### config.mk
export PLATFORM = sky130hd
export DESIGN_NAME = pulse_capture_serial_reporter
export DESIGN_NICKNAME = d
export VERILOG_FILES = /design/src/hdl/pcsr_pkg.sv /design/src/hdl/pcsr_regs.sv /design/src/hdl/pcsr_core.sv /design/src/hdl/pulse_capture_serial_reporter.sv
export SDC_FILE = /design/constraint.sdc
export NUM_CORES = 1
export LEC_CHECK = 0
export ABC_CLOCK_PERIOD_IN_PS = 7100
export CAP_MARGIN = 30
export CORE_AREA = 8 8 133 148
export CTS_BUF_LIST = sky130_fd_sc_hd__clkbuf_8 sky130_fd_sc_hd__clkbuf_16
export CTS_CLUSTER_DIAMETER = 150
export CTS_CLUSTER_SIZE = 14
export DETAILED_ROUTE_END_ITERATION = 12
export DIE_AREA = 0 0 141 156
export DONT_BUFFER_PORTS = 1
export PLACE_DENSITY = 0.6
export SYNTH_ARGS = -nofsm -noshare
export SYNTH_HDL_FRONTEND = slang
export SYNTH_SLANG_ARGS = --single-unit
export TNS_END_PERCENT = 1
### constraint.sdc
create_clock -name clk -period 7.1 [get_ports clk]
set_input_delay 1.42 -clock clk [delete_from_list [all_inputs] [get_ports clk]]
set_output_delay 1.42 -clock clk [all_outputs]
set_load 0.01 [all_outputs]
### src/hdl/pcsr_pkg.sv
package pcsr_pkg;

  localparam int COUNT_BITS_DEFAULT = 24;
  localparam int WIDTH_BITS = 20;
  localparam int LOCK_BITS = 16;
  localparam int CODE_BITS = 2;
  localparam int FLAG_POS = 8;
  localparam int COUNT_POS = FLAG_POS + 1;
  localparam int WIDTH_IDX_BITS = $clog2(WIDTH_BITS);
  localparam int ADDR_BITS = 3;

  localparam logic [WIDTH_BITS-1:0] WIDTH_LIMIT_RESET = 20'hFFFFF;
  localparam logic [LOCK_BITS-1:0] LOCKOUT_RESET = 16'hFFFF;

  localparam logic [CODE_BITS-1:0] CHAN_NONE = 2'd0;
  localparam logic [CODE_BITS-1:0] CHAN_A = 2'd1;
  localparam logic [CODE_BITS-1:0] CHAN_B = 2'd2;

  typedef enum logic {
    REG_WIDTH_LIMIT   = 1'b0,
    REG_LOCKOUT_TICKS = 1'b1
  } reg_index_t;

  typedef struct packed {
    logic sensor_a_level;
    logic sensor_b_level;
    logic host_clock_level;
    logic host_data_in;
  } sample_t;

  typedef struct packed {
    logic                 line_drive;
    logic                 line_value;
    logic                 capturing;
    logic [CODE_BITS-1:0] report_channel;
    logic                 link_synced;
  } report_t;

  typedef struct packed {
    logic [WIDTH_BITS-1:0] width_limit;
    logic [LOCK_BITS-1:0]  lockout_ticks;
  } cfg_t;

endpackage

### src/hdl/pcsr_regs.sv
module pcsr_regs (
  input  logic                            clk,
  input  logic                            rst,
  input  logic                            psel,
  input  logic                            penable,
  input  logic                            pwrite,
  input  logic [pcsr_pkg::ADDR_BITS-1:0]  paddr,
  input  logic [31:0]                     pwdata,
  output logic [31:0]                     prdata,
  output logic                            pready,
  output pcsr_pkg::cfg_t                  cfg
);

  logic [pcsr_pkg::WIDTH_BITS-1:0] width_limit;
  logic [pcsr_pkg::LOCK_BITS-1:0]  lockout_ticks;
  pcsr_pkg::reg_index_t            sel;

  assign sel = pcsr_pkg::reg_index_t'(paddr[2]);
  assign pready = 1'b1;

  always_ff @(posedge clk) begin
    if (rst) begin
      width_limit   <= pcsr_pkg::WIDTH_LIMIT_RESET;
      lockout_ticks <= pcsr_pkg::LOCKOUT_RESET;
    end else if (psel && penable && pwrite) begin
      unique case (sel)
        pcsr_pkg::REG_WIDTH_LIMIT:   width_limit <= pwdata[pcsr_pkg::WIDTH_BITS-1:0];
        pcsr_pkg::REG_LOCKOUT_TICKS: lockout_ticks <= pwdata[pcsr_pkg::LOCK_BITS-1:0];
        default: ;
      endcase
    end
  end

  always_comb begin
    unique case (sel)
      pcsr_pkg::REG_WIDTH_LIMIT:   prdata = 32'(width_limit);
      pcsr_pkg::REG_LOCKOUT_TICKS: prdata = 32'(lockout_ticks);
      default:                     prdata = '0;
    endcase
  end

  assign cfg.width_limit   = width_limit;
  assign cfg.lockout_ticks = lockout_ticks;

endmodule

### src/hdl/pcsr_core.sv
module pcsr_core #(
  parameter int COUNT_BITS = pcsr_pkg::COUNT_BITS_DEFAULT
) (
  input  logic              clk,
  input  logic              rst,
  input  logic              advance,
  input  pcsr_pkg::sample_t sample,
  input  pcsr_pkg::cfg_t    cfg,
  output pcsr_pkg::report_t report
);

  localparam int POS_W = $clog2(pcsr_pkg::COUNT_POS + COUNT_BITS + 1);
  localparam logic [POS_W-1:0] FLAG_AT = POS_W'(pcsr_pkg::FLAG_POS);
  localparam logic [POS_W-1:0] COUNT_AT = POS_W'(pcsr_pkg::COUNT_POS);
  localparam logic [POS_W-1:0] LAST_AT = POS_W'(pcsr_pkg::COUNT_POS + COUNT_BITS);
  localparam logic [POS_W-1:0] WIDTH_END = POS_W'(pcsr_pkg::WIDTH_BITS);
  localparam logic [POS_W-1:0] CODE_END = POS_W'(pcsr_pkg::CODE_BITS);

  logic prev_sensor_a, prev_sensor_b, prev_host_clock;
  logic capture_active, capture_active_next;
  logic [pcsr_pkg::CODE_BITS-1:0] capture_source, capture_source_next;
  logic [pcsr_pkg::WIDTH_BITS-1:0] width_count, width_count_next;
  logic [pcsr_pkg::CODE_BITS-1:0] pending_code, pending_code_next;
  logic [pcsr_pkg::WIDTH_BITS-1:0] stored_width, stored_width_next;
  logic lockout_on, lockout_on_next;
  logic [pcsr_pkg::LOCK_BITS-1:0] lockout_count, lockout_count_next;
  logic sync_flag, sync_flag_next;
  logic [POS_W-1:0] bit_position, bit_position_next;
  logic drive_enable, drive_enable_next;
  logic drive_value, drive_value_next;

  logic rise_a, rise_b, rise_c, level;
  logic [pcsr_pkg::LOCK_BITS:0] lock_inc;
  logic [POS_W-1:0] k;

  assign rise_a = sample.sensor_a_level & ~prev_sensor_a;
  assign rise_b = sample.sensor_b_level & ~prev_sensor_b;
  assign rise_c = sample.host_clock_level & ~prev_host_clock;
  assign level = (capture_source == pcsr_pkg::CHAN_B) ? sample.sensor_b_level
                                                      : sample.sensor_a_level;
  assign lock_inc = {1'b0, lockout_count} + 1'b1;
  assign k = bit_position - COUNT_AT;

  always_comb begin
    capture_active_next = capture_active;
    capture_source_next = capture_source;
    width_count_next    = width_count;
    pending_code_next   = pending_code;
    stored_width_next   = stored_width;
    lockout_on_next     = lockout_on;
    lockout_count_next  = lockout_count;
    sync_flag_next      = sync_flag;
    bit_position_next   = bit_position;
    drive_enable_next   = drive_enable;
    drive_value_next    = drive_value;

    if (capture_active) begin
      if (width_count < cfg.width_limit && level) begin
        width_count_next = width_count + 1'b1;
      end else begin
        capture_active_next = 1'b0;
        pending_code_next   = capture_source;
        stored_width_next   = width_count;
        lockout_on_next     = 1'b1;
        lockout_count_next  = '0;
      end
    end else begin
      if (lockout_on) begin
        if (lock_inc >= {1'b0, cfg.lockout_ticks}) begin
          lockout_on_next    = 1'b0;
          lockout_count_next = '0;
        end else begin
          lockout_count_next = lock_inc[pcsr_pkg::LOCK_BITS-1:0];
        end
      end
      if (pending_code == pcsr_pkg::CHAN_NONE && !lockout_on && (rise_a || rise_b)) begin
        // trigger tick counts as the first sample; its level is high by definition
        capture_source_next = rise_a ? pcsr_pkg::CHAN_A : pcsr_pkg::CHAN_B;
        drive_enable_next   = 1'b1;
        drive_value_next    = 1'b0;
        sync_flag_next      = 1'b0;
        if (cfg.width_limit != '0) begin
          capture_active_next = 1'b1;
          width_count_next    = {{(pcsr_pkg::WIDTH_BITS-1){1'b0}}, 1'b1};
        end else begin
          capture_active_next = 1'b0;
          width_count_next    = '0;
          pending_code_next   = capture_source_next;
          stored_width_next   = '0;
          lockout_on_next     = 1'b1;
          lockout_count_next  = '0;
        end
      end else if (rise_c) begin
        if (!sync_flag) begin
          drive_enable_next = 1'b0;
          if (sample.host_data_in) begin
            sync_flag_next    = 1'b1;
            bit_position_next = '0;
          end
        end else begin
          drive_enable_next = 1'b1;
          if (bit_position < FLAG_AT) begin
            drive_value_next = (bit_position < CODE_END) ? pending_code[bit_position[0]]
                                                         : 1'b0;
          end else if (bit_position == FLAG_AT) begin
            drive_value_next = (pending_code != pcsr_pkg::CHAN_NONE);
            // nothing to report: drop sync
            if (pending_code == pcsr_pkg::CHAN_NONE) sync_flag_next = 1'b0;
          end else if (bit_position < LAST_AT) begin
            drive_value_next = (k < WIDTH_END)
                             ? stored_width[k[pcsr_pkg::WIDTH_IDX_BITS-1:0]] : 1'b0;
          end
          if (bit_position >= LAST_AT) begin
            // last edge: release the line and sample the host ack
            drive_enable_next = 1'b0;
            if (sample.host_data_in) pending_code_next = pcsr_pkg::CHAN_NONE;
            sync_flag_next = 1'b0;
          end else begin
            bit_position_next = bit_position + 1'b1;
          end
        end
      end
    end
  end

  always_ff @(posedge clk) begin
    if (rst) begin
      prev_sensor_a   <= 1'b0;
      prev_sensor_b   <= 1'b0;
      prev_host_clock <= 1'b0;
      capture_active  <= 1'b0;
      capture_source  <= pcsr_pkg::CHAN_NONE;
      width_count     <= '0;
      pending_code    <= pcsr_pkg::CHAN_NONE;
      stored_width    <= '0;
      lockout_on      <= 1'b0;
      lockout_count   <= '0;
      sync_flag       <= 1'b0;
      bit_position    <= '0;
      drive_enable    <= 1'b0;
      drive_value     <= 1'b0;
    end else if (advance) begin
      prev_sensor_a   <= sample.sensor_a_level;
      prev_sensor_b   <= sample.sensor_b_level;
      prev_host_clock <= sample.host_clock_level;
      capture_active  <= capture_active_next;
      capture_source  <= capture_source_next;
      width_count     <= width_count_next;
      pending_code    <= pending_code_next;
      stored_width    <= stored_width_next;
      lockout_on      <= lockout_on_next;
      lockout_count   <= lockout_count_next;
      sync_flag       <= sync_flag_next;
      bit_position    <= bit_position_next;
      drive_enable    <= drive_enable_next;
      drive_value     <= drive_value_next;
    end
  end

  assign report.line_drive     = drive_enable_next;
  assign report.line_value     = drive_enable_next & drive_value_next;
  assign report.capturing      = capture_active_next;
  assign report.report_channel = pending_code_next;
  assign report.link_synced    = sync_flag_next;

endmodule

### src/hdl/pulse_capture_serial_reporter.sv
// Path: a sample goes through the input register and then the result register
// before its result is offered; an output stall can hold it back longer.
// Throughput: one item per cycle unless the output stalls; the state update is
// the only loop.
// Reset: synchronous rst clears all core state, empties both registers and loads
// width_limit and lockout_ticks with their all-ones defaults.
module pulse_capture_serial_reporter #(
  parameter int COUNT_BITS = pcsr_pkg::COUNT_BITS_DEFAULT
) (
  input  logic                           clk,
  input  logic                           rst,
  input  logic                           in_valid,
  output logic                           in_ready,
  input  pcsr_pkg::sample_t              in_data,
  output logic                           out_valid,
  input  logic                           out_ready,
  output pcsr_pkg::report_t              out_data,
  input  logic                           psel,
  input  logic                           penable,
  input  logic                           pwrite,
  input  logic [pcsr_pkg::ADDR_BITS-1:0] paddr,
  input  logic [31:0]                    pwdata,
  output logic [31:0]                    prdata,
  output logic                           pready
);

  pcsr_pkg::cfg_t    cfg;
  pcsr_pkg::sample_t sample;
  pcsr_pkg::report_t report;
  logic              sample_valid;
  logic              advance;

  assign advance  = sample_valid && (!out_valid || out_ready);
  assign in_ready = !sample_valid || advance;

  pcsr_regs u_regs (
    .clk     (clk),
    .rst     (rst),
    .psel    (psel),
    .penable (penable),
    .pwrite  (pwrite),
    .paddr   (paddr),
    .pwdata  (pwdata),
    .prdata  (prdata),
    .pready  (pready),
    .cfg     (cfg)
  );

  pcsr_core #(
    .COUNT_BITS (COUNT_BITS)
  ) u_core (
    .clk     (clk),
    .rst     (rst),
    .advance (advance),
    .sample  (sample),
    .cfg     (cfg),
    .report  (report)
  );

  // input register
  always_ff @(posedge clk) begin
    if (rst) begin
      sample_valid <= 1'b0;
    end else if (in_ready) begin
      sample_valid <= in_valid;
    end
  end

  always_ff @(posedge clk) begin
    if (in_valid && in_ready) begin
      sample <= in_data;
    end
  end

  // result register
  always_ff @(posedge clk) begin
    if (rst) begin
      out_valid <= 1'b0;
    end else if (advance) begin
      out_valid <= 1'b1;
    end else if (out_ready) begin
      out_valid <= 1'b0;
    end
  end

  always_ff @(posedge clk) begin
    if (advance) begin
      out_data <= report;
    end
  end

  a_capture_drives_low: assert property (@(posedge clk) disable iff (rst)
    out_valid && out_data.capturing |-> out_data.line_drive && !out_data.line_value)
    else $error("capture without the line held low");

  a_no_sync_in_capture: assert property (@(posedge clk) disable iff (rst)
    out_valid |-> !(out_data.capturing && out_data.link_synced))
    else $error("link synced while capturing");

  a_channel_code: assert property (@(posedge clk) disable iff (rst)
    out_valid |-> (out_data.report_channel == pcsr_pkg::CHAN_NONE ||
                   out_data.report_channel == pcsr_pkg::CHAN_A ||
                   out_data.report_channel == pcsr_pkg::CHAN_B))
    else $error("invalid pending channel code");

  a_stall_no_advance: assert property (@(posedge clk) disable iff (rst)
    out_valid && !out_ready |-> !advance)
    else $error("state advanced while result stalled");

endmodule

==> metrics.log <==
INFO  metric cp_max_fo = 15
INFO  metric area.growth.synth_to_final = 9.65%
INFO  metric final-hold-violation-count = 0
INFO  metric final_cell_mix = sky130_fd_sc_hd__dfxtp_1 (112), sky130_fd_sc_hd__nand2_1 (99), sky130_fd_sc_hd__nor2_1 (79), sky130_fd_sc_hd__inv_1 (52), sky130_fd_sc_hd__a21oi_1 (49)
INFO  metric synth.top_cells.by_area = sky130_fd_sc_hd__dfxtp_1 (32%), sky130_fd_sc_hd__ha_1 (7.2%), sky130_fd_sc_hd__nand2_1 (5.4%), sky130_fd_sc_hd__nor2_1 (4.4%), sky130_fd_sc_hd__edfxtp_1 (4.3%)
INFO  metric layout_cells_excl_fill = 1061
INFO  metric floorplan.die.height = 156 um
INFO  metric vdd_drop_max = 0.136 mV
INFO  metric fin_ws = 2.79 ns
INFO  metric most_used_flip_flop_cell_after_synthesis = sky130_fd_sc_hd__dfxtp_1
INFO  metric post_cts_resize_count = 0
INFO  metric period_share = 0.607
INFO  metric globalplace.congestion = 0.813
INFO  metric grt_antenna_before_repair = 0
INFO  metric cts.path.max_buffers = 2
INFO  metric number_of_core_rows = 51
INFO  metric layout.cells.most_common = sky130_fd_sc_hd__dfxtp_1
INFO  metric buffer_ports.inserted = 0
INFO  metric synth_top_cell_by_area = sky130_fd_sc_hd__dfxtp_1
INFO  metric timing.final.max_slew_violations = 0
INFO  metric ios = 87
INFO  metric endpoint_kind = flop
INFO  metric n_antenna_cell = 0
INFO  metric ys_seq_area_frac = 0.368
INFO  metric grt_pass1_wl = 29300 um
INFO  metric dp_cells = 1029
INFO  metric worstReg2RegStart = u_core.lockout_count[0]$_SDFFE_PP0P_
INFO  metric post-place-ws = 2.82 ns
INFO  metric pwr_density_cell = 223 mW/mm^2
INFO  metric area_enclosed_by_the_die_boundary = 0.0220 sq mm
INFO  metric cts_root_buf = sky130_fd_sc_hd__clkbuf_16
INFO  metric post-route-drc-count = 0
INFO  metric clk_pin_slew = 0.06 ns
INFO  metric finClkSkew = 0.00971 ns
INFO  metric synth-async-reset-ratio = 0
INFO  metric run_status = finished clean
INFO  metric final_layout_size_suffix_gt1_frac = 0.0729
INFO  metric synth-warning-count = 0
INFO  metric drt_wl_total = 18000 um
INFO  metric firstDrtPassIters = 5
INFO  metric netlist.area_leader.share = 0.324
INFO  metric classification_of_the_worst_setup_path = flop to flop
INFO  metric num-nets-final = 896
INFO  metric postCtsSetupRepairBufs = 0
INFO  metric max_slew.worst_pin.slew = 0.799 ns
INFO  metric syn_area_per_cell = 8.29 sq um
INFO  metric tritoncts = yes
INFO  metric max-cap-violations = 0
INFO  metric leakagePower = 0.00312 uW
INFO  metric grt_start_max_net_pins = 41
INFO  metric timing.final.setup_violations = 0
INFO  metric yosysUniqueCellTypes = 73
INFO  metric start_kind = flop
INFO  metric globalRoute.totalOverflow = 0
INFO  metric fmax = 232 MHz
INFO  metric cts.hold.buffers_added = 0
INFO  metric first_global_vias = 5546
INFO  metric ctsHtreeMaxLevel = 4
INFO  metric cp.required = 7.42 ns
INFO  metric final_antenna_net_count = 0
INFO  metric netlist_area = 0.00691 sq mm
INFO  metric numCtsBuffers = 17
INFO  metric rsz0062_at_grt = false
INFO  metric dp_hpwl = 13100 um
INFO  metric wire_per_inst = 17.0 um
INFO  metric count_of_flip_flops_with_a_built_in_enable_after_synthesis = 10
INFO  metric insertion_delay = 0.42 ns
INFO  metric grt.total_usage = 0.168
INFO  metric design_power_total = 1690 uW
INFO  metric worstSetupStartpoint = u_core.lockout_count[0]$_SDFFE_PP0P_
INFO  metric shortest_clock_period_the_worst_path_allows_after_layout = 4.31 ns
INFO  metric drt_initial_violations = 503
INFO  metric hold_path_startpoint = u_core.prev_sensor_a$_SDFFE_PP0P_
INFO  metric starting_density_of_the_core = 0.400
INFO  metric synth-seq-cells = 122
INFO  metric die_w = 141 um
INFO  metric cts_sinks = 122
INFO  metric postSynthCellCount = 834
INFO  metric fillers = 1737
INFO  metric num_vias = 5801
INFO  metric timing.max_slew.rel_slack = 0.467
INFO  metric finalSetupTns = 0 ns
INFO  metric critPathArrivalTime = 4.63 ns
INFO  metric core_area = 0.0173 sq mm
INFO  metric holdCritPathClass = flop to flop
INFO  metric detail_route.vias_per_cell = 5.47
-- metrics by stage --
step	hold slack, ns	cell area [sq um]	utilization
2_1_floorplan	0.431	6960	-
3_3_place_gp	0.434	6990	0.404
3_5_place_dp	0.444	7010	0.405
4_1_cts	0.452	7580	0.438
5_1_grt	0.465	7580	0.438
6_report	0.449	7580	0.438
-- routing by layer --
layer / vias to the layer above / global-route usage / routed length, um
li1: 2920 / - / -
met1: 2728 / 0.201 / 8010
met2: 127 / 0.279 / 8820
met3: 26 / 0.0389 / 713
met4: 0 / 0.0799 / 507
met5: - / 0 / 0
-- final cells by class --
class | count | area (sq um) | area share
clock inverter | 12 | 109 | 0.0144
sequential | 122 | 2540 | 0.335
multi-input combinational | 612 | 3920 | 0.517
tap | 238 | 298 | 0.0393
inverter | 50 | 188 | 0.0248
timing repair buffer | 7 | 60.1 | 0.00792
clock buffer | 20 | 467 | 0.0616
-- flip-flops by register name (all words and copies together) (netlist names), 2 cells and up --
signal,cells
u_core.bit_position,6
out_data,6
u_core.width_count,20
u_core.lockout_count,16
sample,4
u_core.stored_width,20
u_core.capture_source,2
u_regs.lockout_ticks,16
u_core.pending_code,2
u_regs.width_limit,20
-- cells by family (layout without fill, tap and decap cells) --
family	Yosys count	in the layout	share of synthesized area
other	2	13	0.00109
and+or+nand+nor	300	300	0.213
adders and majority gates	40	40	0.0724
muxes	15	15	0.0293
buffers and inverters	111	89	0.0724
AOI/OAI and AO/OA	214	214	0.206
DFF	122	122	0.368
xor gates and xnor gates	30	30	0.0380
-- where the power goes --
| group | switching [uW] | internal (uW) |
|---|---|---|
| Clock | 310 | 536 |
| Sequential | 14.3 | 711 |
| Combinational | 81.7 | 35.4 |
-- cell usage after synthesis, types with 11 or more instances --
cell                       count
sky130_fd_sc_hd__a21oi_1      49
sky130_fd_sc_hd__a22oi_1      21
sky130_fd_sc_hd__and3_1       11
sky130_fd_sc_hd__buf_4        14
sky130_fd_sc_hd__clkbuf_1     35
sky130_fd_sc_hd__dfxtp_1     112
sky130_fd_sc_hd__ha_1         40
sky130_fd_sc_hd__inv_1        48
sky130_fd_sc_hd__nand2_1      99
sky130_fd_sc_hd__nand3_1      26
sky130_fd_sc_hd__nand4_1      16
sky130_fd_sc_hd__nor2_1       81
sky130_fd_sc_hd__o211ai_1     36
sky130_fd_sc_hd__o21ai_0      42
sky130_fd_sc_hd__o31ai_1      12
sky130_fd_sc_hd__xnor2_1      20
-- path summary, 6_finish.rpt --
| check | end | slack, ns | cells past startpoint |
|---|---|---|---|
| min | u_core.prev_sensor_a$_SDFFE_PP0P_ | 0.45 | 2 |
| max reg2reg | u_core.lockout_count[13]$_SDFFE_PP0P_ | 2.79 | 14 |
| min reg2reg | u_core.prev_sensor_a$_SDFFE_PP0P_ | 0.45 | 2 |
| max | u_core.lockout_count[13]$_SDFFE_PP0P_ | 2.79 | 14 |
-- critical path, cell delays in order, from the launching register on --
cell,delay (ns)
sky130_fd_sc_hd__dfxtp_1,0.41
sky130_fd_sc_hd__ha_1,0.26
sky130_fd_sc_hd__nand3_1,0.22
sky130_fd_sc_hd__nor3_2,0.40
sky130_fd_sc_hd__and3_1,0.27
sky130_fd_sc_hd__xor2_1,0.24
sky130_fd_sc_hd__ha_1,0.29
sky130_fd_sc_hd__and3_1,0.20
sky130_fd_sc_hd__a221oi_1,0.29
sky130_fd_sc_hd__o21ai_0,0.19
sky130_fd_sc_hd__nor3_1,0.21
sky130_fd_sc_hd__buf_4,0.21
sky130_fd_sc_hd__and4_1,0.61
sky130_fd_sc_hd__a31oi_1,0.16
sky130_fd_sc_hd__a311oi_1,0.25
(Power assumes the default switching activity.)
